$ cat src/hdl/sha256_pkg.sv
package sha256_pkg;

   // Number of rounds in one compression and bytes in one message block.
   localparam int unsigned NumRounds  = 64;
   localparam int unsigned BlockBytes = 64;

   // Byte position at which the 64-bit length field starts.
   localparam logic [5:0] LenFieldStart = 6'd56;

   // First padding byte after the message.
   localparam logic [7:0] PadMarker = 8'h80;

   typedef logic [31:0] word_type;

   // Right rotation by a constant amount.
   function automatic word_type rotr(input word_type v, input int unsigned n);
      rotr = (v >> n) | (v << (32 - n));
   endfunction

   function automatic word_type sum_e(input word_type v);
      sum_e = rotr(v, 6) ^ rotr(v, 11) ^ rotr(v, 25);
   endfunction

   function automatic word_type sum_a(input word_type v);
      sum_a = rotr(v, 2) ^ rotr(v, 13) ^ rotr(v, 22);
   endfunction

   function automatic word_type mix_lo(input word_type v);
      mix_lo = rotr(v, 7) ^ rotr(v, 18) ^ (v >> 3);
   endfunction

   function automatic word_type mix_hi(input word_type v);
      mix_hi = rotr(v, 17) ^ rotr(v, 19) ^ (v >> 10);
   endfunction

   // Initial hash value, word 0 first.
   function automatic word_type initial_hash(input logic [2:0] idx);
      case (idx)
         3'd0:    initial_hash = 32'h6a09e667;
         3'd1:    initial_hash = 32'hbb67ae85;
         3'd2:    initial_hash = 32'h3c6ef372;
         3'd3:    initial_hash = 32'ha54ff53a;
         3'd4:    initial_hash = 32'h510e527f;
         3'd5:    initial_hash = 32'h9b05688c;
         3'd6:    initial_hash = 32'h1f83d9ab;
         default: initial_hash = 32'h5be0cd19;
      endcase
   endfunction

   // Round constants.
   function automatic word_type round_k(input logic [5:0] idx);
      case (idx)
         6'd0:  round_k = 32'h428a2f98;  6'd1:  round_k = 32'h71374491;
         6'd2:  round_k = 32'hb5c0fbcf;  6'd3:  round_k = 32'he9b5dba5;
         6'd4:  round_k = 32'h3956c25b;  6'd5:  round_k = 32'h59f111f1;
         6'd6:  round_k = 32'h923f82a4;  6'd7:  round_k = 32'hab1c5ed5;
         6'd8:  round_k = 32'hd807aa98;  6'd9:  round_k = 32'h12835b01;
         6'd10: round_k = 32'h243185be;  6'd11: round_k = 32'h550c7dc3;
         6'd12: round_k = 32'h72be5d74;  6'd13: round_k = 32'h80deb1fe;
         6'd14: round_k = 32'h9bdc06a7;  6'd15: round_k = 32'hc19bf174;
         6'd16: round_k = 32'he49b69c1;  6'd17: round_k = 32'hefbe4786;
         6'd18: round_k = 32'h0fc19dc6;  6'd19: round_k = 32'h240ca1cc;
         6'd20: round_k = 32'h2de92c6f;  6'd21: round_k = 32'h4a7484aa;
         6'd22: round_k = 32'h5cb0a9dc;  6'd23: round_k = 32'h76f988da;
         6'd24: round_k = 32'h983e5152;  6'd25: round_k = 32'ha831c66d;
         6'd26: round_k = 32'hb00327c8;  6'd27: round_k = 32'hbf597fc7;
         6'd28: round_k = 32'hc6e00bf3;  6'd29: round_k = 32'hd5a79147;
         6'd30: round_k = 32'h06ca6351;  6'd31: round_k = 32'h14292967;
         6'd32: round_k = 32'h27b70a85;  6'd33: round_k = 32'h2e1b2138;
         6'd34: round_k = 32'h4d2c6dfc;  6'd35: round_k = 32'h53380d13;
         6'd36: round_k = 32'h650a7354;  6'd37: round_k = 32'h766a0abb;
         6'd38: round_k = 32'h81c2c92e;  6'd39: round_k = 32'h92722c85;
         6'd40: round_k = 32'ha2bfe8a1;  6'd41: round_k = 32'ha81a664b;
         6'd42: round_k = 32'hc24b8b70;  6'd43: round_k = 32'hc76c51a3;
         6'd44: round_k = 32'hd192e819;  6'd45: round_k = 32'hd6990624;
         6'd46: round_k = 32'hf40e3585;  6'd47: round_k = 32'h106aa070;
         6'd48: round_k = 32'h19a4c116;  6'd49: round_k = 32'h1e376c08;
         6'd50: round_k = 32'h2748774c;  6'd51: round_k = 32'h34b0bcb5;
         6'd52: round_k = 32'h391c0cb3;  6'd53: round_k = 32'h4ed8aa4a;
         6'd54: round_k = 32'h5b9cca4f;  6'd55: round_k = 32'h682e6ff3;
         6'd56: round_k = 32'h748f82ee;  6'd57: round_k = 32'h78a5636f;
         6'd58: round_k = 32'h84c87814;  6'd59: round_k = 32'h8cc70208;
         6'd60: round_k = 32'h90befffa;  6'd61: round_k = 32'ha4506ceb;
         6'd62: round_k = 32'hbef9a3f7;  6'd63: round_k = 32'hc67178f2;
         default: round_k = 32'h00000000;
      endcase
   endfunction

endpackage

$ cat src/hdl/sha256_message_digest_unit.sv
// SHA-256 digest engine. The message arrives as big-endian 32-bit words with a byte count
// and a final flag; the block stalls its input while it works and takes one item at a time.
// Bytes go into the 64-byte block buffer one per cycle while no compression is running.
// Each time the buffer fills, the single round unit runs 64 rounds and then updates the
// chaining value. The final item adds 9 to 72 padding bytes at one per cycle in the same
// way, one or two compressions, and then eight digest words, one per output transfer,
// word 0 first and the last one marked. After the last digest word the block is ready
// for a new message; no clearing pass follows reset.
module sha256_message_digest_unit (
   input  logic        clock,
   input  logic        reset,
   input  logic        req_valid,
   output logic        req_stall,
   input  logic [31:0] req_data_word,
   input  logic [2:0]  req_byte_count,
   input  logic        req_final_word,
   output logic        rsp_valid,
   input  logic        rsp_stall,
   output logic [31:0] rsp_digest_word,
   output logic [2:0]  rsp_word_index,
   output logic        rsp_last_of_digest
);

   typedef enum logic [2:0] {
      S_IDLE,
      S_BYTES,
      S_PAD,
      S_ROUND,
      S_UPDATE,
      S_OUT
   } state_type;

   state_type state_ff, state_in, after_state;

   logic [31:0] chain_ff [8];
   logic [31:0] chain_in [8];
   logic [31:0] work_ff  [8];
   logic [31:0] work_in  [8];
   logic [31:0] win_ff   [16];
   logic [31:0] win_in   [16];

   logic [63:0] len_ff, len_in;
   logic [5:0]  fill_ff, fill_in;
   logic [5:0]  round_ff, round_in;
   logic [31:0] word_ff, word_in;
   logic [2:0]  left_ff, left_in;
   logic        final_ff, final_in;
   logic        mark_ff, mark_in;
   logic        lenph_ff, lenph_in;
   logic        lendone_ff, lendone_in;
   logic [2:0]  oidx_ff, oidx_in;

   logic        push_en;
   logic [7:0]  push_byte;
   logic [31:0] sched_w, t1, t2, ch, maj;
   logic [5:0]  len_shift;
   logic [4:0]  lane_shift;

   // Round datapath: message schedule word and the two temporaries.
   always_comb begin
      if (round_ff < 6'd16) begin
         sched_w = win_ff[0];
      end else begin
         sched_w = sha256_pkg::mix_hi(win_ff[14]) + win_ff[9]
                 + sha256_pkg::mix_lo(win_ff[1]) + win_ff[0];
      end
      ch  = (work_ff[4] & work_ff[5]) ^ (~work_ff[4] & work_ff[6]);
      maj = (work_ff[0] & work_ff[1]) ^ (work_ff[0] & work_ff[2]) ^ (work_ff[1] & work_ff[2]);
      t1  = work_ff[7] + sha256_pkg::sum_e(work_ff[4]) + ch
          + sha256_pkg::round_k(round_ff) + sched_w;
      t2  = sha256_pkg::sum_a(work_ff[0]) + maj;
   end

   // Byte position of the length field and lane of the next buffer byte.
   assign len_shift  = {~fill_ff[2:0], 3'b000};
   assign lane_shift = {~fill_ff[1:0], 3'b000};

   // Sequencer and next-state logic.
   always_comb begin
      state_in    = state_ff;
      after_state = state_ff;
      chain_in    = chain_ff;
      work_in     = work_ff;
      win_in      = win_ff;
      len_in      = len_ff;
      fill_in     = fill_ff;
      round_in    = round_ff;
      word_in     = word_ff;
      left_in     = left_ff;
      final_in    = final_ff;
      mark_in     = mark_ff;
      lenph_in    = lenph_ff;
      lendone_in  = lendone_ff;
      oidx_in     = oidx_ff;
      push_en     = 1'b0;
      push_byte   = 8'h00;

      case (state_ff)
         S_IDLE: begin
            if (req_valid) begin
               word_in    = req_data_word;
               left_in    = (req_byte_count > 3'd4) ? 3'd4 : req_byte_count;
               final_in   = req_final_word;
               mark_in    = 1'b0;
               lenph_in   = 1'b0;
               lendone_in = 1'b0;
               if (req_byte_count != 3'd0) begin
                  state_in = S_BYTES;
               end else if (req_final_word) begin
                  state_in = S_PAD;
               end
            end
         end
         S_BYTES: begin
            push_en   = 1'b1;
            push_byte = word_ff[31:24];
            word_in   = word_ff << 8;
            left_in   = left_ff - 3'd1;
            len_in    = len_ff + 64'd8;
            if (left_ff != 3'd1) begin
               after_state = S_BYTES;
            end else if (final_ff) begin
               after_state = S_PAD;
            end else begin
               after_state = S_IDLE;
            end
         end
         S_PAD: begin
            push_en     = 1'b1;
            after_state = S_PAD;
            if (!mark_ff) begin
               push_byte = sha256_pkg::PadMarker;
               mark_in   = 1'b1;
            end else if (lenph_ff || fill_ff == sha256_pkg::LenFieldStart) begin
               push_byte = len_ff[len_shift +: 8];
               lenph_in  = 1'b1;
               if (fill_ff == 6'(sha256_pkg::BlockBytes - 1)) begin
                  lendone_in = 1'b1;
               end
            end
         end
         S_ROUND: begin
            // One round; the schedule window shifts by one word.
            for (int i = 0; i < 15; i++) begin
               win_in[i] = win_ff[i + 1];
            end
            win_in[15] = sched_w;
            work_in[7] = work_ff[6];
            work_in[6] = work_ff[5];
            work_in[5] = work_ff[4];
            work_in[4] = work_ff[3] + t1;
            work_in[3] = work_ff[2];
            work_in[2] = work_ff[1];
            work_in[1] = work_ff[0];
            work_in[0] = t1 + t2;
            round_in   = round_ff + 6'd1;
            if (round_ff == 6'(sha256_pkg::NumRounds - 1)) begin
               state_in = S_UPDATE;
            end
         end
         S_UPDATE: begin
            for (int i = 0; i < 8; i++) begin
               chain_in[i] = chain_ff[i] + work_ff[i];
            end
            if (lendone_ff) begin
               state_in = S_OUT;
               oidx_in  = 3'd0;
            end else if (left_ff != 3'd0) begin
               state_in = S_BYTES;
            end else if (final_ff) begin
               state_in = S_PAD;
            end else begin
               state_in = S_IDLE;
            end
         end
         S_OUT: begin
            if (!rsp_stall) begin
               oidx_in = oidx_ff + 3'd1;
               if (oidx_ff == 3'd7) begin
                  for (int i = 0; i < 8; i++) begin
                     chain_in[i] = sha256_pkg::initial_hash(3'(i));
                  end
                  len_in     = 64'd0;
                  fill_in    = 6'd0;
                  final_in   = 1'b0;
                  lendone_in = 1'b0;
                  state_in   = S_IDLE;
               end
            end
         end
         default: begin
            state_in = S_IDLE;
         end
      endcase

      // Shared byte insertion into the block buffer; a full buffer starts a compression.
      if (push_en) begin
         win_in[fill_ff[5:2]][lane_shift +: 8] = push_byte;
         if (fill_ff == 6'(sha256_pkg::BlockBytes - 1)) begin
            fill_in  = 6'd0;
            round_in = 6'd0;
            work_in  = chain_ff;
            state_in = S_ROUND;
         end else begin
            fill_in  = fill_ff + 6'd1;
            state_in = after_state;
         end
      end
   end

   // State, control and datapath registers.
   always_ff @(posedge clock) begin
      work_ff <= work_in;
      win_ff  <= win_in;
      word_ff <= word_in;
      if (reset) begin
         state_ff   <= S_IDLE;
         for (int i = 0; i < 8; i++) begin
            chain_ff[i] <= sha256_pkg::initial_hash(3'(i));
         end
         len_ff     <= 64'd0;
         fill_ff    <= 6'd0;
         round_ff   <= 6'd0;
         left_ff    <= 3'd0;
         final_ff   <= 1'b0;
         mark_ff    <= 1'b0;
         lenph_ff   <= 1'b0;
         lendone_ff <= 1'b0;
         oidx_ff    <= 3'd0;
      end else begin
         state_ff   <= state_in;
         chain_ff   <= chain_in;
         len_ff     <= len_in;
         fill_ff    <= fill_in;
         round_ff   <= round_in;
         left_ff    <= left_in;
         final_ff   <= final_in;
         mark_ff    <= mark_in;
         lenph_ff   <= lenph_in;
         lendone_ff <= lendone_in;
         oidx_ff    <= oidx_in;
      end
   end

   // Handshake and digest outputs, all taken from registers.
   assign req_stall          = (state_ff != S_IDLE);
   assign rsp_valid          = (state_ff == S_OUT);
   assign rsp_digest_word    = chain_ff[oidx_ff];
   assign rsp_word_index     = oidx_ff;
   assign rsp_last_of_digest = (oidx_ff == 3'd7);

endmodule

$ cat config.mk
export PLATFORM = sky130hd
export DESIGN_NAME = sha256_message_digest_unit
export DESIGN_NICKNAME = d
export VERILOG_FILES = /design/src/hdl/sha256_pkg.sv /design/src/hdl/sha256_message_digest_unit.sv
export SDC_FILE = /design/constraint.sdc
export NUM_CORES = 2
export LEC_CHECK = 0
export BUFFER_PORTS_ARGS = -buffer_cell sky130_fd_sc_hd__clkbuf_2
export CORE_MARGIN = 5
export CORE_UTILIZATION = 60
export CTS_CLUSTER_SIZE = 10
export DETAILED_ROUTE_END_ITERATION = 7
export GPL_ROUTABILITY_DRIVEN = 1
export HOLD_SLACK_MARGIN = 0.03
export PLACE_DENSITY = 0.76
export SYNTH_ARGS = -nofsm -noshare
export SYNTH_HDL_FRONTEND = slang
export SYNTH_SLANG_ARGS = --single-unit
$ cat constraint.sdc
create_clock -name clock -period 12.4 [get_ports clock]
set_clock_uncertainty 0.2 [all_clocks]
set_input_delay 2.48 -clock clock [delete_from_list [all_inputs] [get_ports clock]]
set_output_delay 2.48 -clock clock [all_outputs]
set_load 0.02 [all_outputs]
# ---- Word level (Yosys, flattened, before mapping)
# Memory sizes are Yosys's and may differ from the RTL's. A register that Yosys moved wholly into a read port is not among the register bits.
# Index checks and enable logic that the tools add are counted.
dict set report classes {
  addsub 24
  order_cmp 5
  n_mux 66
  n_bitwise 31
  n_eq_ne 25
  n_reduce_logical 25
  shift 3
}
# operator count
set ops {}
lappend ops {{256-bit 2-to-1 mux} 5}
lappend ops {{512-bit 2-to-1 mux} 2}
lappend ops {{32-bit adder} 18}
lappend ops {{512-bit bitwise mux} 1}
lappend ops {{256-bit case mux with 2 select lines} 1}
lappend ops {{32-bit bitwise XOR} 9}
lappend ops {{32-bit bitwise AND} 5}
lappend ops {{32-bit 2-to-1 mux} 5}
lappend ops {{32-bit demux with 4-bit select} 1}
lappend ops {{64-bit 2-to-1 mux} 2}
lappend ops {{64-bit case mux with 2 select lines} 1}
lappend ops {{32-bit binary-select mux with 3-bit select} 1}
lappend ops {{64-bit by 4-bit adder with 64-bit output (second input constant)} 1}
lappend ops {{32-bit case mux with 2 select lines} 1}
lappend ops {{64-bit by 7-bit variable part select with 8-bit output} 1}
lappend ops {{6-bit 2-to-1 mux} 9}
lappend ops {{3-bit 2-to-1 mux} 13}
lappend ops {{32-bit NOT} 1}
lappend ops {{10-bit by 32-bit OR with 32-bit output} 1}
lappend ops {{13-bit by 32-bit OR with 32-bit output} 1}
lappend ops {{14-bit by 32-bit OR with 32-bit output} 1}
lappend ops {{15-bit by 32-bit OR with 32-bit output} 1}
lappend ops {{19-bit by 32-bit OR with 32-bit output} 1}
lappend ops {{21-bit by 32-bit OR with 32-bit output} 1}
lappend ops {{50 further kinds} 96}
dict set report totals {
  mem_count 1
  mem_bits_ro 2048
  in_bits 40
  register_bits 1145
  out_inout_bits 38
  elab_cells 223
}
# name words width read_ports rd_ports_with_merged_regs write_ports line
set mem_list {}
lappend mem_list {{(no name shown)} 64 32 1 1 0 sha256_pkg.sv:52} ;# case (idx)

# ---- Logic depth before layout (Yosys ltp)
dict set report logic_depth {
  depth_word 12
  mapped_depth 49
  depth_no_buf 48
}

# ---- Least setup slack after synthesis
# Ideal clock, no wire load.
dict set report synth_path {
  kind {flip-flop to flip-flop}
  from {register win_ff[51] (netlist name)}
  to {register work_ff[255] (netlist name)}
  arrival_time_ns 9.527
  n_path_buf 0
  path_stages_with_launch 46
  setup_ns 0.126
  synth_period_minus_slack_ns 9.853
  slack_ns 2.547
  t_required_ns 12.074
  cell_sequence {dfxtp_1 > xor2_1 > xnor2_1 > fa_1 > fa_1 > inv_1 > ha_1 > a21o_1 > a21oi_1 > o21bai_1 > a21oi_1 > o21ai_0 > a31oi_1 > o21bai_1 > a21oi_1 > o21bai_1 > xnor2_1 > o21ai_0 > [... 10 more ...] > a311oi_1 > xor2_1 > inv_1 > fa_1 > inv_1 > ha_1 > a21o_1 > a21o_1 > a21oi_1 > nand2_1 > a311oi_1 > nor3_1 > o21a_1 > nor2_1 > o221ai_1 > a21oi_1 > xnor2_1 > o21ai_1}
}
# element line
set synth_lines {}
lappend synth_lines {{start, declared} sha256_message_digest_unit.sv:39} ;# logic [31:0] win_ff [16];
lappend synth_lines {{start signal, assigned} sha256_message_digest_unit.sv:214} ;# win_ff <= win_in;
lappend synth_lines {{end signal, assigned} sha256_message_digest_unit.sv:213} ;# work_ff <= work_in;
lappend synth_lines {{end, declared} sha256_message_digest_unit.sv:37} ;# logic [31:0] work_ff [8];

==> impl_results.rst <==
.. list-table::
   :header-rows: 1

   * - Metric
     - Value
   * - Outcome
     - finished, final reports clean
   * - Pin count of the biggest net entering global routing
     - 217
   * - Number of violations of the max-capacitance limit
     - 0
   * - Final weighted congestion of routability-driven global placement
     - 1.00
   * - GRT Residual Overflow
     - 0
   * - Dpl hpwl
     - 190 mm
   * - Data arrival time of the critical path
     - 11.97 ns
   * - Routed vias/inst
     - 6.33
   * - Routed WL
     - 263 mm
   * - CTS H-tree depth
     - 4
   * - Unrepaired setup endpoints after global routing
     - no
   * - Die Ht
     - 367 µm
   * - Effective utilization at floorplan
     - 60.5%
   * - Kind of start point of the critical path
     - flop
   * - Final Hold Viols
     - 0
   * - Setup tns final
     - 0 ns
   * - All-layer global routing usage
     - 37.7%
   * - Min-Delay Startpoint
     - win_ff[397]
   * - Met3 routed wirelength
     - 21.1 mm
   * - Number of clock sinks seen by CTS
     - 1174
   * - Clock Pin Slew Worst Setup and Hold Paths
     - 0.06 ns
   * - R2r endpoint
     - work_ff[255]
   * - Number of nets in the final layout
     - 10100
   * - Mapped Avg Cell Area
     - 7.83 µm²
   * - Total length of routed met2 wires
     - 118 mm
   * - Fraction of synthesis flops using an asynchronous set or reset pin
     - 0%
   * - Hold buffer count at cts
     - 0
   * - Actual slew at the worst max-slew pin
     - 1.36 ns
   * - First-pass GRT wire length
     - 400 mm
   * - Detailed-route DRC error count
     - 0
   * - EDFF count, synth
     - 32
   * - Clock Root Buffer
     - clkbuf_16
   * - Most numerous cell on the critical path
     - fa_1
   * - IO Pins
     - 78
   * - Cells after Synth
     - 9741
   * - Dominant cells by area after synthesis
     - dfxtp_1, nand2_1, ha_1
   * - Fraction of final layout cells with drive strength greater than 1
     - 6.36%
   * - Largest fanout on the critical path
     - 5
   * - Final core utilization
     - 64.9%
   * - Overall die area
     - 0.134 mm²
   * - R2R depth
     - 45
   * - Largest buffer count on any clock path
     - 3
   * - Number of setup violations in the final report
     - 0
   * - Number of warning messages in the yosys log
     - 0
   * - End point of the most critical hold path
     - win_ff[429]
   * - Sequential fraction of the synthesis area
     - 31.2%
   * - CTS tree
     - yes
   * - Top metal layer carrying routed signals
     - met5
   * - Critical path required time
     - 12.84 ns
   * - Count of buffers inserted at the top-level ports
     - 77
   * - Synthesized netlist net count
     - 10400
   * - Achievable clock frequency
     - 86.7 MHz
   * - Commonest cells after routing, fill and taps aside
     - nand2_1, dfxtp_1, nor2_1
   * - Via count of the first global-routing pass
     - 67500
   * - Clk_lat worst skew
     - 0.81 ns
   * - Setup slack on the worst flop-to-flop path
     - 0.87 ns
   * - Number of nets with antenna violations after routing
     - 0
   * - Number of library cell types mapped by synthesis
     - 88
   * - Relative slew margins
     - 9.32%
   * - Routed wire per std cell
     - 23.6 µm
   * - Fin crit period
     - 11.53 ns
   * - Main synth FF type
     - dfxtp_1
   * - Starting DRC count in detailed routing
     - 7424
   * - Site Rows
     - 130
   * - Share of the synthesized area in the top cell type
     - 30.0%
   * - Layout overhead on the synthesized area
     - 7.27%
   * - Core Footprint
     - 0.126 mm²
   * - CP endpoint kind
     - flop
   * - First-pass iteration count of the detailed router
     - 8
   * - Startpoint of the lowest-slack register-to-register path
     - win_ff[51]
   * - Resized cells post-CTS
     - 0
   * - Stage delay of the slowest cell on the critical path
     - 0.72 ns
   * - Critical-path cell with the highest stage delay
     - a311oi_1
   * - Number of antenna violations at the first check in global routing
     - 8
   * - Met1 wire length
     - 104 mm
   * - Classification of the worst-slack hold path
     - reg -> reg
   * - Setup CP Type
     - reg -> reg
   * - Post-synthesis instance area
     - 0.0763 mm²
   * - Post-CTS setup-driven buffer insertion count
     - 0
   * - Library cell with the largest summed area after synthesis
     - dfxtp_1
   * - Most common cell after layout, fill and taps aside
     - nand2_1
   * - Fraction of the cycle the final worst path needs
     - 93.0%
   * - Hold Path Depth
     - 2
   * - TritonCTS Buffers
     - 144
   * - # fillers
     - 10700
   * - Via count
     - 70600
   * - Horizontal extent of the die
     - 367 µm
   * - #FFs+latches synth
     - 1174
   * - Total count of max-transition violations in the final report
     - 0
registers in the layout (all words and copies together) (netlist names), named ones only:
name            count
work_ff           256
final_ff            1
word_ff            32
win_ff            512
mark_ff             1
fill_ff             6
lenph_ff            1
len_ff             61
chain_ff          256
round_ff            6
state_ff            3
left_ff             3
lendone_ff          1
rsp_word_index      3
cells in the mapped netlist (all sizes together) (105+ instances only):
cell type	count
fa	195
a31oi	602
a21o	188
nor2	1093
nand3	105
ha	401
clkbuf	609
mux2i	179
nand2b	150
xor2	256
a21oi	521
o21ai	555
xnor2	349
dfxtp	1142
nand2	1685
inv	496
area by class of cell:
class                           count  area (µm²)  area share (%)
Antenna cell                        1        2.50         0.00306
Multi-Input combinational cell   7417       48300            59.0
Clock inverter                     23         465           0.569
Clock buffer                      196        3990            4.88
Timing Repair Buffer              191        1310            1.60
Tap cell                         1650        2060            2.52
Sequential cell                  1174       23800            29.1
Inverter                          501        1880            2.30
worst max-delay path: cells and delay by family (launching register included):
family                   cells  cell delay [ns]
flip-flops                   1             0.49
buffers and inverters        5             0.28
adder cells (fa/ha/maj)      9             3.85
AO/OA/AOI/OAI               19             4.38
XOR/XNOR                     5             0.94
AND/OR/NAND/NOR              7             1.24
worst max path at each step:
stage,cells after the start,start,to
after floorplan,45,win_ff[51],work_ff[255]
after global placement,45,win_ff[51],work_ff[255]
after detailed placement,45,win_ff[52],work_ff[255]
after CTS,45,win_ff[52],work_ff[255]
after global routing,45,win_ff[52],work_ff[255]
final,45,win_ff[51],work_ff[255]
layer usage:
layer  vias to the layer above  GRT usage [%]
met3                       784           5.58
met1                     33600           48.0
li1                      32800              -
met2                      3393           60.3
met4                         6           24.3
met5                         -              0
cells by family after synthesis:
logic type,synth area share [%]
flops,31.2
xor+xnor,6.98
simple gates,18.8
mux,5.91
fa+ha+maj,11.8
compound gates,19.7
buf+inv,5.66
metrics by stage:
| step | instances | setup slack, ns | hold WS, ns | instance area (µm²) |
|---|---|---|---|---|
| after floorplan | 9741 | 2.55 | 0.236 | 76300 |
| after global placement | 10900 | 0.988 | 0.256 | 77400 |
| after detailed placement | 10900 | 0.972 | 0.262 | 77400 |
| after CTS | 11200 | 0.955 | 0.269 | 81800 |
| after global routing | 11200 | 0.129 | 0.287 | 81800 |
| final | 11200 | 0.869 | 0.269 | 81800 |
Power is left out: the tool's default activity adds up to more than one toggle a clock period on the data nets, which glitch-free logic cannot reach.
